<file path="src/sv/mbgs_pkg.sv">
// Shared types and constants for the masked bilinear grid sampler.
// No dependencies; every other file depends on this package.
package mbgs_pkg;
	localparam int CELLS = 64;
	localparam int GRID  = CELLS + 1;
	localparam int DEPTH = GRID * GRID;
	localparam int AW    = $clog2(DEPTH);
	localparam int CW    = $clog2(CELLS + 1);
	localparam int VW    = 24;
	localparam int QW    = 17;
	localparam int WW    = 33;
	localparam int NUMW  = 58;
	localparam int DNW   = 57;
	localparam int DDW   = 34;
	localparam logic [QW-1:0] ONE_Q16 = 17'h10000;

	localparam logic KIND_WRITE = 1'b0;
	localparam logic KIND_QUERY = 1'b1;

	typedef enum logic [1:0] {
		SRC_INTERP  = 2'd0,
		SRC_NEAREST = 2'd1,
		SRC_NONE    = 2'd2
	} src_t;

	typedef struct packed {
		logic [VW-1:0] value;
		logic          valid;
	} cell_t;
endpackage

</file>
<file path="src/sv/mbgs_div.sv">
// Restoring divider, one quotient bit per cycle, for the rounded mean.
// Depends on mbgs_pkg for operand widths.
module mbgs_div (
	input  logic                       clk,
	input  logic                       arst_n,
	input  logic                       start,
	input  logic [mbgs_pkg::DNW-1:0]   dividend,
	input  logic [mbgs_pkg::DDW-1:0]   divisor,
	output logic                       done,
	output logic [mbgs_pkg::VW-1:0]    quo
);
	import mbgs_pkg::*;

	localparam int CNTW = $clog2(VW + 1);

	logic [DNW-1:0]  rem_q;
	logic [DNW-1:0]  dsh_q;
	logic [VW-1:0]   quo_q;
	logic [CNTW-1:0] cnt_q;
	logic            busy_q;
	logic            done_q;
	logic            ge;

	assign ge = rem_q >= dsh_q;

	always_ff @(posedge clk or negedge arst_n) begin
		if (!arst_n) begin
			busy_q <= 1'b0;
			done_q <= 1'b0;
			cnt_q  <= '0;
		end else begin
			done_q <= 1'b0;
			if (start) begin
				busy_q <= 1'b1;
				cnt_q  <= CNTW'(VW);
			end else if (busy_q) begin
				cnt_q <= cnt_q - 1'b1;
				if (cnt_q == CNTW'(1)) begin
					busy_q <= 1'b0;
					done_q <= 1'b1;
				end
			end
		end
	end

	always_ff @(posedge clk) begin
		if (start) begin
			rem_q <= dividend;
			dsh_q <= DNW'(divisor) << (VW - 1);
			quo_q <= '0;
		end else if (busy_q) begin
			if (ge) rem_q <= rem_q - dsh_q;
			quo_q <= {quo_q[VW-2:0], ge};
			dsh_q <= dsh_q >> 1;
		end
	end

	assign done = done_q;
	assign quo  = quo_q;
endmodule

</file>
<file path="config.mk">
export PLATFORM = sky130hd
export DESIGN_NAME = mbgs_div
export DESIGN_NICKNAME = d
export VERILOG_FILES = /design/src/sv/mbgs_pkg.sv /design/src/sv/mbgs_div.sv
export SDC_FILE = /design/constraint.sdc
export NUM_CORES = 1
export LEC_CHECK = 0
export CORE_MARGIN = 2
export CORE_UTILIZATION = 50
export DETAILED_ROUTE_END_ITERATION = 16
export DONT_BUFFER_PORTS = 1
export SKIP_LAST_GASP = 1
export SLEW_MARGIN = 20
export SYNTH_ARGS = -nofsm -noshare
export SYNTH_HDL_FRONTEND = slang
export SYNTH_SLANG_ARGS = --single-unit
</file>
<file path="constraint.sdc">
create_clock -name clk -period 8.4 [get_ports clk]
set_input_delay 0.84 -clock clk [delete_from_list [all_inputs] [get_ports clk]]
set_output_delay 0.84 -clock clk [all_outputs]
set_load 0.01 [all_outputs]
</file>
# Word-level counts from Yosys, hierarchy flattened
# Index checks and enable logic that the tools add are counted.
[totals]
n_memories = 0
regBits = 145
mem_bits_rw = 0
output_inout_bits = 25
latch_bits = 0
romBits = 0
word_cells = 27
[op_classes]
order_cmp = 1
mux = 13
eq_ne = 1
n_reduce_logical = 3
n_addsub = 2
bitwise = 0
div = 0
shifts = 0
multipliers = 0
[op_table]
columns = ["op", "n"]
rows = [
  ["$mux W57", 5],
  ["$ge A57 B57 Y1", 1],
  ["$sub A57 B57 Y57", 1],
  ["$mux W5", 2],
  ["$mux W1", 6],
  ["$eq A5 B1 Y1 const B", 1],
  ["$sub A5 B1 Y5 const B", 1],
  ["$reduce_bool A2 Y1", 2],
  ["$reduce_and A2 Y1", 1],
]

# Longest topological paths before layout
[logic_depth]
word_depth = 4
ltp_mapped = 12
depth_no_buf = 12

# Least setup slack after synthesis
# OpenSTA, ideal clock, no wires.
[synth_timing]
kind = "register to register"
from = "register rem_q[32]"
to = "register rem_q[0] (enable)"
synth_period_minus_slack_ns = 5.239
slack_ns = 3.161
arrival_ns = 4.760
t_required_ns = 7.921
stages_incl_launch_ff = 10
setup_ns = 0.479
path_buffers = 1
path_cell_list = "edfxtp_1 ha_1 clkbuf_1 nand4_1 or4_1 or3_1 nor3_1 a211o_1 a41oi_2 o21ai_1"
[synth_via]
elab_chain_len = 3
[synth_rtl]
columns = ["item", "line_no", "source"]
rows = [
  ["start, declared", "mbgs_div.sv:16", "logic [DNW-1:0] rem_q;"],
  ["start signal, assigned", "mbgs_div.sv:48", "rem_q <= dividend;"],
  ["start signal, assigned", "mbgs_div.sv:52", "if (ge) rem_q <= rem_q - dsh_q;"],
  ["$ge A57 B57 Y1", "mbgs_div.sv:24", "assign ge = rem_q >= dsh_q;"],
  ["$reduce_bool A2 Y1 (no source line)", "--", ""],
  ["$reduce_and A2 Y1 (no source line)", "--", ""],
]
# No other way between the ends.
# A chain may end at the register's enable or synchronous reset.

# Worst setup path after layout
[layout_timing]
from = "register dsh_q[9]"
to = "register rem_q[0] (enable)"
[layout_via]
elab_chain_len = 3
[layout_rtl]
columns = ["item", "line_no", "source"]
rows = [
  ["start, declared", "mbgs_div.sv:17", "logic [DNW-1:0] dsh_q;"],
  ["start signal, assigned", "mbgs_div.sv:49", "dsh_q <= DNW'(divisor) << (VW - 1);"],
  ["start signal, assigned", "mbgs_div.sv:54", "dsh_q <= dsh_q >> 1;"],
  ["$ge A57 B57 Y1", "mbgs_div.sv:24", ""],
  ["$reduce_bool A2 Y1 (no source line)", "--", ""],
  ["$reduce_and A2 Y1 (no source line)", "--", ""],
]
# No other way between the ends.

==> flow_summary.json <==
{
  "numPortBuffers": 0,
  "drt-total-wl_um": 22800,
  "rows": 50,
  "r2r-start": "dsh_q[9]",
  "crit_arrival_ns": 4.43,
  "postRouteAntennaNets": 0,
  "clock_skew_ns": 0.0240,
  "avgSynthCellArea_um2": 8.98,
  "hold_viol_final": 0,
  "chipHeight_um": 142,
  "pwr-share-comb_pct": 52.9,
  "start_util_pct": 51.0,
  "grt_usage_pct": 23.3,
  "synth_area_leader_cell": "edfxtp_1",
  "critPathBufInv": 2,
  "power_frac_clock_pct": 19.3,
  "drc": 0,
  "drv_cap": 0,
  "clock.fmax_mhz": 229,
  "cts_tree": "built",
  "drt_iter0_drc": 500,
  "timing.critical_path.mode_cell": "a21oi_1",
  "syn-num-nets": 1217,
  "layout_common_cells": "nand2_1, nor2_1, edfxtp_1",
  "clkLatencyLatePin_ns": 0.44,
  "viasPerCell": 5.81,
  "nNetsFinal": 1181,
  "regToRegEndpoint": "rem_q[0]",
  "ys_types": 78,
  "reg2reg_depth": 12,
  "end_kind": "register",
  "mostFrequentLayoutCell": "nand2_1",
  "async_flop_share_pct": 4.83,
  "clockBufferDepth": 2,
  "synth_edf_count": 91,
  "synth.area.top_cells": "edfxtp_1, dfxtp_1, ha_1, nand2_1, mux2i_1",
  "core_area_mm2": 0.0187,
  "peakVddDrop_uv": 158,
  "ys_seq_area_share_pct": 40.3,
  "root_buffer": "clkbuf_16",
  "syn_area_mm2": 0.00954,
  "drv_slew": 0,
  "slew-limit-headroom_pct": 38.5,
  "ys_ff_latch": 145,
  "pwr_density_cell_mw_per_mm2": 373,
  "yosysTopAreaCellShare_pct": 28.6,
  "grt_pass1_wl_um": 37000,
  "cp_max_fo": 33,
  "postLayoutCellArea_mm2": 0.0102,
  "holdWs_ns": 0.0810,
  "die_w_um": 142,
  "num_vias": 7405,
  "wl_per_cell_um": 17.9,
  "yosys_most_used_dff": "edfxtp_1",
  "clkSlewWorstSetupHoldPaths_ns": 0.07,
  "rsz0062_at_grt": "false",
  "syn_inst": 1063,
  "cts_setup_buffers": 0,
  "cts_hold_buffers": 0,
  "setup_viol": 0,
  "drive_above_1_share_pct": 6.25,
  "leakagePower_nw": 4.35,
  "num-fill-cells": 1760,
  "crit_required_ns": 8.47,
  "cts_resized": 0,
  "outcome": "complete, no violations",
  "grt_max_degree": 224,
  "h-tree-depth": 4,
  "p_int_mw": 2.20,
  "cts_buffers": 17,
  "min-delay-path-class": "input pin to asynchronous set/reset pin",
  "sw_frac_of_total_pct": 42.2,
  "utilization_pct": 54.5,
  "grt_overflow_total": 0,
  "setup_tns_ns": 0,
  "cp_slowest_stage_delay_ns": 0.72,
  "worst_pin_slew_ns": 0.922,
  "worstSetupStartpointType": "register",
  "grt_pass1_vias": 7216,
  "die-area_mm2": 0.0202,
  "critPathSlowestCell": "o21ai_4",
  "finalPower_mw": 3.80,
  "antenna_cells": 0,
  "crit_chain": "inv_1 > ha_1 > and4_1 > nand2_1 > o21bai_4 > a21bo_2 > o22ai_1 > a21oi_1 > a21oi_1 > a41oi_2 > o21ai_4 > buf_4",
  "area_growth_syn_to_layout_pct": 6.94,
  "power_frac_seq_pct": 27.8,
  "cts.sinks": 145,
  "p_switching_mw": 1.61,
  "hpwlAfterDp_um": 16600,
  "dr.pass1.iters": 5,
  "crit_family": "compound AO/OA/AOI/OAI gates",
  "place.gp.congestion": 0.876,
  "placed_cell_area_mm2": 0.00964,
  "fin_crit_sh_pct": 51.9,
  "rrSetupSlack_ns": 4.04,
  "crit_type": "register to register",
  "antenna_found_initial": 0,
  "pin_count": 119,
  "min_period_ns": 4.36,
  "ys_warn_count": 0
}
-- stage by stage --
stage               cells  worst slack, ns
floorplan            1063             3.16
global placement     1242             4.13
detailed placement   1242             3.99
CTS                  1274             3.97
global route         1274             3.77
finish               1274             4.04
-- Yosys cell counts (4+ instances only) --
library cell / number
nand2_1: 140
edfxtp_1: 91
nor2_1: 91
inv_1: 80
a21oi_1: 64
ha_1: 59
o21ai_0: 52
dfxtp_1: 47
mux2i_1: 47
clkbuf_1: 39
o31ai_1: 34
o21ai_1: 28
xnor2_1: 28
a21o_1: 24
xor2_1: 23
nand3_1: 16
nor3_1: 15
nand4_1: 14
buf_1: 11
o21bai_1: 9
a211oi_1: 8
buf_2: 8
nand2b_1: 8
nor2b_1: 8
dfrtp_1: 7
a21oi_2: 6
and3_1: 6
o21a_1: 6
or3_1: 6
a21boi_0: 5
and2_1: 5
nor4_1: 5
o211ai_1: 4
-- worst max path at each step --
stage	startpoint	to	slack (ns)	cells after the start
2_1_floorplan	rem_q[32]	rem_q[0]	3.16	9
3_3_place_gp	dsh_q[9]	rem_q[15]	4.13	12
3_5_place_dp	dsh_q[9]	rem_q[17]	3.99	12
4_1_cts	dsh_q[9]	rem_q[4]	3.97	12
5_1_grt	dsh_q[9]	rem_q[4]	3.77	12
6_report	dsh_q[9]	rem_q[0]	4.04	12
-- sequential cells by signal, indices dropped and copies added, names as in the netlist --
| register | cells |
|---|---|
| rem_q | 57 |
| dsh_q | 57 |
| done | 1 |
| quo | 24 |
| busy_q | 1 |
| cnt_q | 5 |
-- cell families (layout without fill, tap and decap cells) --
kind of cell / count (synthesis) / in the layout / synth area share, %
AOI/OAI and AO/OA: 285 / 285 / 20.3
DFF: 145 / 145 / 40.3
and+or+nand+nor: 333 / 333 / 15.9
xor gates and xnor gates: 51 / 51 / 4.68
buffers and inverters: 140 / 117 / 5.65
adders and majority gates: 60 / 60 / 7.95
muxes: 49 / 49 / 5.17
-- layout make-up --
type                            instances  area [µm²]  share of cell area (%)
Sequential cell                       145        3850                    37.7
Multi-Input combinational cell        778        5160                    50.6
Tap cell                              234         293                    2.87
Inverter                               81         304                    2.98
Clock inverter                         11        90.1                   0.883
Clock buffer                           21         472                    4.62
Timing Repair Buffer                    4        30.0                   0.294
-- worst register-to-register path, stage by stage, from the launching register on --
cell and delay (ns):
dfxtp_1 0.35, inv_1 0.06, ha_1 0.39, and4_1 0.32
nand2_1 0.13, o21bai_4 0.21, a21bo_2 0.25, o22ai_1 0.27
a21oi_1 0.17, a21oi_1 0.33, a41oi_2 0.23, o21ai_4 0.72
buf_4 0.55
-- power groups by stage --
stage	Combinational, mW	Clock, mW	Sequential, mW
after floorplan	1.58	0	1.06
after global placement	1.98	0	1.06
after detailed placement	1.98	0	1.07
after CTS	2.00	0.750	1.06
after global routing	2.24	0.778	1.07
final	2.01	0.734	1.06
-- metal layers --
metal	global-route usage [%]	vias up	routed length, µm
met4	5.63	0	242
li1	-	3747	-
met1	33.7	3469	11500
met3	5.79	18	1160
met2	35.1	171	9860
met5	0	-	0
(Power assumes the default switching activity.)
